`src/hdl/tcw_pkg.sv`:
```
// Package for the text console writer: geometry constants, command and
// character codes, and the item and result types shared by the RTL.
// No dependencies.
`default_nettype none

package tcw_pkg;

  // screen geometry
  localparam int COLUMNS   = 80;
  localparam int ROWS      = 25;
  localparam int TAB_WIDTH = 8;

  // field widths
  localparam int CMD_W  = 2;
  localparam int CHAR_W = 8;
  localparam int ATTR_W = 8;
  localparam int COL_W  = $clog2(COLUMNS);
  localparam int ROW_W  = $clog2(ROWS);
  localparam int ADDR_W = $clog2(COLUMNS * ROWS);
  localparam int TAB_W  = (TAB_WIDTH > 1) ? $clog2(TAB_WIDTH) : 1;

  // stream payload widths (padded to whole bytes)
  localparam int IN_FIELDS_W   = CHAR_W + COL_W + ROW_W;
  localparam int IN_TDATA_W    = ((IN_FIELDS_W + 7) / 8) * 8;
  localparam int IN_TUSER_W    = CMD_W;
  localparam int OUT_FIELDS_W  = ADDR_W + CHAR_W + ATTR_W + ROW_W + ROW_W + COL_W + ROW_W;
  localparam int OUT_TDATA_W   = ((OUT_FIELDS_W + 7) / 8) * 8;
  localparam int OUT_TUSER_W   = 3;

  // command codes
  typedef enum logic [CMD_W-1:0] {
    CMD_PUT_CHAR     = 2'd0,
    CMD_SET_CURSOR   = 2'd1,
    CMD_CLEAR_SCREEN = 2'd2
  } cmd_e;

  // control characters
  localparam logic [CHAR_W-1:0] CH_BACKSPACE = 8'd8;
  localparam logic [CHAR_W-1:0] CH_TAB       = 8'd9;
  localparam logic [CHAR_W-1:0] CH_NEWLINE   = 8'd10;
  localparam logic [CHAR_W-1:0] CH_SPACE     = 8'd32;

  // one accepted command
  typedef struct packed {
    logic [ROW_W-1:0]  row;
    logic [COL_W-1:0]  column;
    logic [CHAR_W-1:0] character;
    logic [CMD_W-1:0]  command;
  } item_t;

  // one result
  typedef struct packed {
    logic              last;
    logic [ROW_W-1:0]  cursor_row;
    logic [COL_W-1:0]  cursor_col;
    logic [ROW_W-1:0]  top_row;
    logic              clear_all;
    logic [ROW_W-1:0]  cleared_row;
    logic              clear_row;
    logic [ATTR_W-1:0] cell_attr;
    logic [CHAR_W-1:0] cell_char;
    logic [ADDR_W-1:0] cell_address;
    logic              cell_write;
  } result_t;

endpackage

`default_nettype wire

```
`src/hdl/text_console_writer.sv`:
```
// A command is held in the input register, its result in the result register.
// One command per cycle while the result stream does not stall; a tab holds
// the input register for TAB_WIDTH results (eight), one result per unstalled cycle.
// The cursor, top-row offset and result are computed in one pass
// of logic between the input register and the result register.
// Reset (rst_ni low, asynchronous): cursor, top row and attribute go to zero.
`default_nettype none

module text_console_writer (
  input  wire                              clk_i,
  input  wire                              rst_ni,
  // attribute register write
  input  wire                              text_attr_we_i,
  input  wire  [tcw_pkg::ATTR_W-1:0]       text_attr_i,
  // command stream
  input  wire                              s_axis_tvalid,
  output logic                             s_axis_tready,
  // tdata: character[7:0], column[14:8], row[19:15], zero pad
  input  wire  [tcw_pkg::IN_TDATA_W-1:0]   s_axis_tdata,
  // tuser: command[1:0]
  input  wire  [tcw_pkg::IN_TUSER_W-1:0]   s_axis_tuser,
  // result stream
  output logic                             m_axis_tvalid,
  input  wire                              m_axis_tready,
  // tdata: cell_address[10:0], cell_char[18:11], cell_attr[26:19],
  //        cleared_row[31:27], top_row[36:32], cursor_col[43:37],
  //        cursor_row[48:44], zero pad
  output logic [tcw_pkg::OUT_TDATA_W-1:0]  m_axis_tdata,
  // tuser: cell_write[0], clear_row[1], clear_all[2]
  output logic [tcw_pkg::OUT_TUSER_W-1:0]  m_axis_tuser,
  output logic                             m_axis_tlast
);

  import tcw_pkg::*;

  // registers
  logic [ATTR_W-1:0] text_attr_q;
  logic              in_valid_q;
  item_t             item_q;
  logic [TAB_W-1:0]  tab_cnt_q;
  logic [COL_W-1:0]  cur_col_q, cur_col_d;
  logic [ROW_W-1:0]  cur_row_q, cur_row_d;
  logic [ROW_W-1:0]  top_q, top_d;
  logic              out_valid_q;
  result_t           res_q, res_d;

  // handshake
  logic out_free, advance, done, accept;

  // datapath helpers
  logic [ROW_W:0]    phys_sum;
  logic [ROW_W-1:0]  phys_row;
  logic [ADDR_W-1:0] row_base;
  logic [COL_W:0]    col_inc;
  logic              row_at_bottom;
  logic [ROW_W-1:0]  top_inc;
  logic              do_print;
  logic [CHAR_W-1:0] print_char;
  logic              do_newline;

  // physical row of the cursor and start address of that row
  always_comb begin
    phys_sum = {1'b0, top_q} + {1'b0, cur_row_q};
    if (phys_sum >= (ROW_W+1)'(ROWS)) begin
      phys_row = ROW_W'(phys_sum - (ROW_W+1)'(ROWS));
    end else begin
      phys_row = phys_sum[ROW_W-1:0];
    end
    row_base      = ADDR_W'(phys_row) * ADDR_W'(COLUMNS);
    col_inc       = {1'b0, cur_col_q} + (COL_W+1)'(1);
    row_at_bottom = (cur_row_q == ROW_W'(ROWS - 1));
    top_inc       = (top_q == ROW_W'(ROWS - 1)) ? '0 : top_q + ROW_W'(1);
  end

  // command decode and next cursor state
  always_comb begin
    res_d      = '0;
    res_d.last = 1'b1;
    cur_col_d  = cur_col_q;
    cur_row_d  = cur_row_q;
    top_d      = top_q;
    do_print   = 1'b0;
    print_char = item_q.character;
    do_newline = 1'b0;

    unique case (item_q.command)
      CMD_PUT_CHAR: begin
        if (item_q.character == CH_NEWLINE) begin
          do_newline = 1'b1;
        end else if (item_q.character == CH_BACKSPACE) begin
          if (cur_col_q != '0) begin
            cur_col_d          = cur_col_q - COL_W'(1);
            res_d.cell_write   = 1'b1;
            res_d.cell_address = row_base + ADDR_W'(cur_col_d);
            res_d.cell_char    = '0;
          end
        end else if (item_q.character == CH_TAB) begin
          do_print   = 1'b1;
          print_char = CH_SPACE;
          res_d.last = (tab_cnt_q == TAB_W'(TAB_WIDTH - 1));
        end else begin
          do_print = 1'b1;
        end
      end
      CMD_SET_CURSOR: begin
        cur_col_d = ({1'b0, item_q.column} >= (COL_W+1)'(COLUMNS)) ?
                    COL_W'(COLUMNS - 1) : item_q.column;
        cur_row_d = ({1'b0, item_q.row} >= (ROW_W+1)'(ROWS)) ?
                    ROW_W'(ROWS - 1) : item_q.row;
      end
      CMD_CLEAR_SCREEN: begin
        cur_col_d       = '0;
        cur_row_d       = '0;
        top_d           = '0;
        res_d.clear_all = 1'b1;
      end
      default: begin
      end
    endcase

    // printed character: write cursor cell, advance and wrap
    if (do_print) begin
      res_d.cell_write   = 1'b1;
      res_d.cell_address = row_base + ADDR_W'(cur_col_q);
      res_d.cell_char    = print_char;
      if (col_inc >= (COL_W+1)'(COLUMNS)) begin
        do_newline = 1'b1;
      end else begin
        cur_col_d = col_inc[COL_W-1:0];
      end
    end

    // next line, scrolling at the bottom
    if (do_newline) begin
      cur_col_d = '0;
      if (!row_at_bottom) begin
        cur_row_d = cur_row_q + ROW_W'(1);
      end else begin
        res_d.clear_row   = 1'b1;
        res_d.cleared_row = top_q;
        top_d             = top_inc;
      end
    end

    res_d.cell_attr  = res_d.cell_write ? text_attr_q : '0;
    res_d.top_row    = top_d;
    res_d.cursor_col = cur_col_d;
    res_d.cursor_row = cur_row_d;
  end

  // transaction control
  assign out_free      = !out_valid_q || m_axis_tready;
  assign advance       = in_valid_q && out_free;
  assign done          = advance && res_d.last;
  assign s_axis_tready = !in_valid_q || done;
  assign accept        = s_axis_tvalid && s_axis_tready;

  // control and state registers
  always_ff @(posedge clk_i or negedge rst_ni) begin
    if (!rst_ni) begin
      text_attr_q <= '0;
      in_valid_q  <= 1'b0;
      tab_cnt_q   <= '0;
      cur_col_q   <= '0;
      cur_row_q   <= '0;
      top_q       <= '0;
      out_valid_q <= 1'b0;
    end else begin
      if (text_attr_we_i) begin
        text_attr_q <= text_attr_i;
      end
      if (accept) begin
        in_valid_q <= 1'b1;
      end else if (done) begin
        in_valid_q <= 1'b0;
      end
      if (advance) begin
        tab_cnt_q <= done ? '0 : tab_cnt_q + TAB_W'(1);
        cur_col_q <= cur_col_d;
        cur_row_q <= cur_row_d;
        top_q     <= top_d;
      end
      if (out_free) begin
        out_valid_q <= advance;
      end
    end
  end

  // payload registers
  always_ff @(posedge clk_i) begin
    if (accept) begin
      item_q.command   <= s_axis_tuser[CMD_W-1:0];
      item_q.character <= s_axis_tdata[CHAR_W-1:0];
      item_q.column    <= s_axis_tdata[CHAR_W +: COL_W];
      item_q.row       <= s_axis_tdata[CHAR_W+COL_W +: ROW_W];
    end
    if (advance) begin
      res_q <= res_d;
    end
  end

  // output packing
  assign m_axis_tvalid = out_valid_q;
  assign m_axis_tlast  = res_q.last;
  assign m_axis_tuser  = {res_q.clear_all, res_q.clear_row, res_q.cell_write};
  assign m_axis_tdata  = OUT_TDATA_W'({res_q.cursor_row, res_q.cursor_col, res_q.top_row,
                                       res_q.cleared_row, res_q.cell_attr,
                                       res_q.cell_char, res_q.cell_address});

endmodule

`default_nettype wire
```
`config.mk`:
```
export PLATFORM = sky130hd
export DESIGN_NAME = text_console_writer
export DESIGN_NICKNAME = d
export VERILOG_FILES = /design/src/hdl/tcw_pkg.sv /design/src/hdl/text_console_writer.sv
export SDC_FILE = /design/constraint.sdc
export NUM_CORES = 1
export LEC_CHECK = 0
export ABC_AREA = 1
export BUFFER_PORTS_ARGS = -buffer_cell sky130_fd_sc_hd__buf_2
export CORE_MARGIN = 5
export CORE_UTILIZATION = 61
export CTS_CLUSTER_DIAMETER = 120
export CTS_CLUSTER_SIZE = 24
export DETAILED_ROUTE_END_ITERATION = 6
export PLACE_DENSITY = 0.95
export SETUP_SLACK_MARGIN = 0.02
export SLEW_MARGIN = 40
export SYNTH_ARGS = -nofsm -noshare
export SYNTH_HDL_FRONTEND = slang
export SYNTH_SLANG_ARGS = --single-unit
```
`constraint.sdc`:
```
create_clock -name clk_i -period 6 [get_ports clk_i]
set_clock_uncertainty 0.15 [all_clocks]
set_input_delay 0.6 -clock clk_i [delete_from_list [all_inputs] [get_ports clk_i]]
set_output_delay 0.6 -clock clk_i [all_outputs]
set_load 0.1 [all_outputs]
```
==> results.md <==
- Routed Antenna Nets: 0
- Layout Nets: 813
- Sequential cell area: 3000 µm²
- Register area share after synthesis: 0.499
- Initial DRC count: 444
- Power Dens Cells: 312 nW/µm²
- Die height: 109 µm
- Initial DRT Pass Iterations: 5
- Slowest cell delay on critical path: 0.60 ns
- Minimum hold slack: 0.111 ns
- Die Span X: 109 µm
- Fmax: 0.216 GHz
- Unique cell type count in the Yosys netlist: 40
- Max-slew violations: 0
- Initial Utilization: 0.621
- Share of cells above drive strength 1: 0.201
- Global placer's final weighted congestion: 0.888
- Area added between synthesis and finish: 11.0%
- Post-Synthesis Cell Area: 6020 µm²
- Worst path slowest cell: o21ai_0
- Worst EP arrival: 4.64 ns
- Total CTS buffers: 9
- Flops & latches, synth: 105
- Port bufs: 89
- Critical path, cell by cell: ha_1 > fa_1 > inv_1 > ha_1 > nand3b_1 > nand3_1 > nand2_1 > o21ai_0 > ha_1 > ha_1 > inv_1 > fa_1 > inv_1 > nand2_1 > nor2_1 > nand3_1 > nand3_1 > nand2_1
- Fillers: 724
- Number of max-cap violations: 0
- Mean routed wirelength per cell: 14.9 µm
- Die area: 11900 µm²
- Clock slew at reported path FFs: 0.11 ns
- Maximum vdd drop: 0.196 mV
- Layout Cells excl Fill: 875
- CP Launch Type: flop
- WP buf/inv: 3
- Hold Buf Count CTS: 0
- Antenna diode count: 0
- Syn_area_per_cell: 9.16 µm²
- Critical path fanouts, max: 6
- Slew headroom: 0.474
- Hold Vio Cnt, Final: 0
- Most used cell, CP: ha_1
- Crit-path leading delay family: adder cells
- Remaining routing DRC violations: 0
- Ports: 101
- DP HPWL: 9.52 mm
- Required time of the critical path: 6.00 ns
- Largest net degree at the start of global routing: 48
- Initial antenna violation count: 0
- First-pass GRT wire length: 21.5 mm
- Final period utilization: 0.773
- DR vias/cell: 5.38
- Final setup viols: 0
- Multi-input gate area: 2520 µm²
- H-tree lvl count: 3
- CP Capture Type: flop
- Most frequent cells in the layout: nand2_1 (147), buf_2 (89), inv_1 (82), edfxtp_1 (75), nand3_1 (55)
- GRT Util Overall: 0.229
- RSZ-0062 raised after global routing: false
- Most common cell after layout, fill and taps aside: nand2_1
- Clk root buf: clkbuf_8
- Post-CTS Setup Bufs: 0
- Worst Tran Pin Value: 0.787 ns
- Tmin final: 4.64 ns
- Clock sinks: 105
- DRT Wirelength: 13.0 mm
- Post-cts sizing count: 0
- Vias in the first global route: 4669
- Cell Rows: 36
- Setup Crit Path Kind: reg2reg
- Core area: 9680 µm²
- Status: finished, final reports clean
- Ys Warns: 0
- Leak Pwr: 3.25 nW
- Hold Path Class: in2async
- CTS max path bufs: 2
- Via count: 4704
- Congestion Overflow GR: 0
- CTS tree: built
- Clock latency on the worst-skew pair: 0.38 ns
- DP Cell Count: 859
- Setup_tns: 0 ns
- Post-Syn Instances: 657
-- cell families after synthesis --
family                   synth area share
other                            0.000623
AND/OR/NAND/NOR                     0.243
flip-flops                          0.499
XOR/XNOR                           0.0318
buffers and inverters              0.0853
AO/OA/AOI/OAI                      0.0587
adder cells (fa/ha/maj)            0.0819
-- cells in the mapped netlist (all sizes together) --
library cell | instances | area share
nor2 | 54 | 0.038
clkinv | 1 | 0.00062
conb | 1 | 0.00062
fa | 4 | 0.013
a31oi | 2 | 0.0021
nand3b | 2 | 0.0025
buf | 19 | 0.024
edfxtp | 75 | 0.37
o21ai | 36 | 0.030
nand3 | 59 | 0.054
o22ai | 9 | 0.0094
xor2 | 18 | 0.027
and3 | 4 | 0.0042
nor4 | 2 | 0.0021
dfrtp | 30 | 0.12
xnor2 | 3 | 0.0044
o21bai | 2 | 0.0025
nand2 | 171 | 0.12
nand4 | 15 | 0.018
clkbuf | 9 | 0.0056
o31ai | 2 | 0.0033
inv | 88 | 0.055
a21oi | 12 | 0.010
ha | 33 | 0.069
a22o | 1 | 0.0015
nor3 | 5 | 0.0050
-- stage by stage --
| step | util | worst slack [ns] | total power (W) | area [µm²] |
|---|---|---|---|---|
| final | 0.690 | 1.36 | 0.00209 | 6680 |
| after global routing | 0.690 | 1.13 | 0.00219 | 6680 |
| after CTS | 0.690 | 1.38 | 0.00209 | 6680 |
| after detailed placement | 0.670 | 1.37 | 0.00167 | 6490 |
| after global placement | 0.670 | 1.59 | 0.00163 | 6490 |
| after floorplan | - | 1.89 | 0.00153 | 6040 |
-- where the power goes --
group | switching, W | internal (W) | total, W
sequential | 0.0000600 | 0.000856 | 0.000916
clock | 0.000269 | 0.000160 | 0.000429
combinational | 0.000565 | 0.000177 | 0.000743
-- sequential cells by signal, summed over array words and instances (netlist names) --
| name | count |
|---|---|
| m_axis_tvalid | 1 |
| m_axis_tuser | 3 |
| top_q | 5 |
| item_q | 22 |
| text_attr_q | 8 |
| in_valid_q | 1 |
| m_axis_tdata | 49 |
| cur_row_q | 5 |
| cur_col_q | 7 |
| m_axis_tlast | 1 |
| tab_cnt_q | 3 |
-- routing by layer --
metal / share of wire / wire [µm] / track usage / up-vias
met3: 0.074 / 969 / 0.0435 / 32
met1: 0.41 / 5320 / 0.290 / 2156
met4: 0.021 / 268 / 0.0846 / 0
met5: 0 / 0 / 0 / -
li1: - / - / - / 2312
met2: 0.50 / 6450 / 0.393 / 204
-- path summary, 6_finish.rpt --
| check | startpoint | endpoint | slack, ns | cells after the start |
|---|---|---|---|---|
| max | cur_row_q[0] | m_axis_tdata[10] | 1.36 | 18 |
| min | rst_ni | text_attr_q[5] | 0.11 | 1 |
| max reg2reg | cur_row_q[0] | m_axis_tdata[10] | 1.36 | 18 |
| min reg2reg | in_valid_q | m_axis_tvalid | 0.35 | 2 |
| max in group asynchronous | rst_ni | cur_col_q[3] | 5.12 | 1 |
| min in group clk_i | s_axis_tuser[0] | item_q[0] | 0.23 | 1 |
-- area by class of cell --
cell class / count / area share
tap: 133 / 0.0249
sequential: 105 / 0.450
inverter: 89 / 0.0504
clock inverter: 7 / 0.00993
clock buffer: 9 / 0.0185
timing repair buffer: 91 / 0.0689
multi-input combinational: 441 / 0.378
Note: power is estimated with default switching activity, not from simulation.
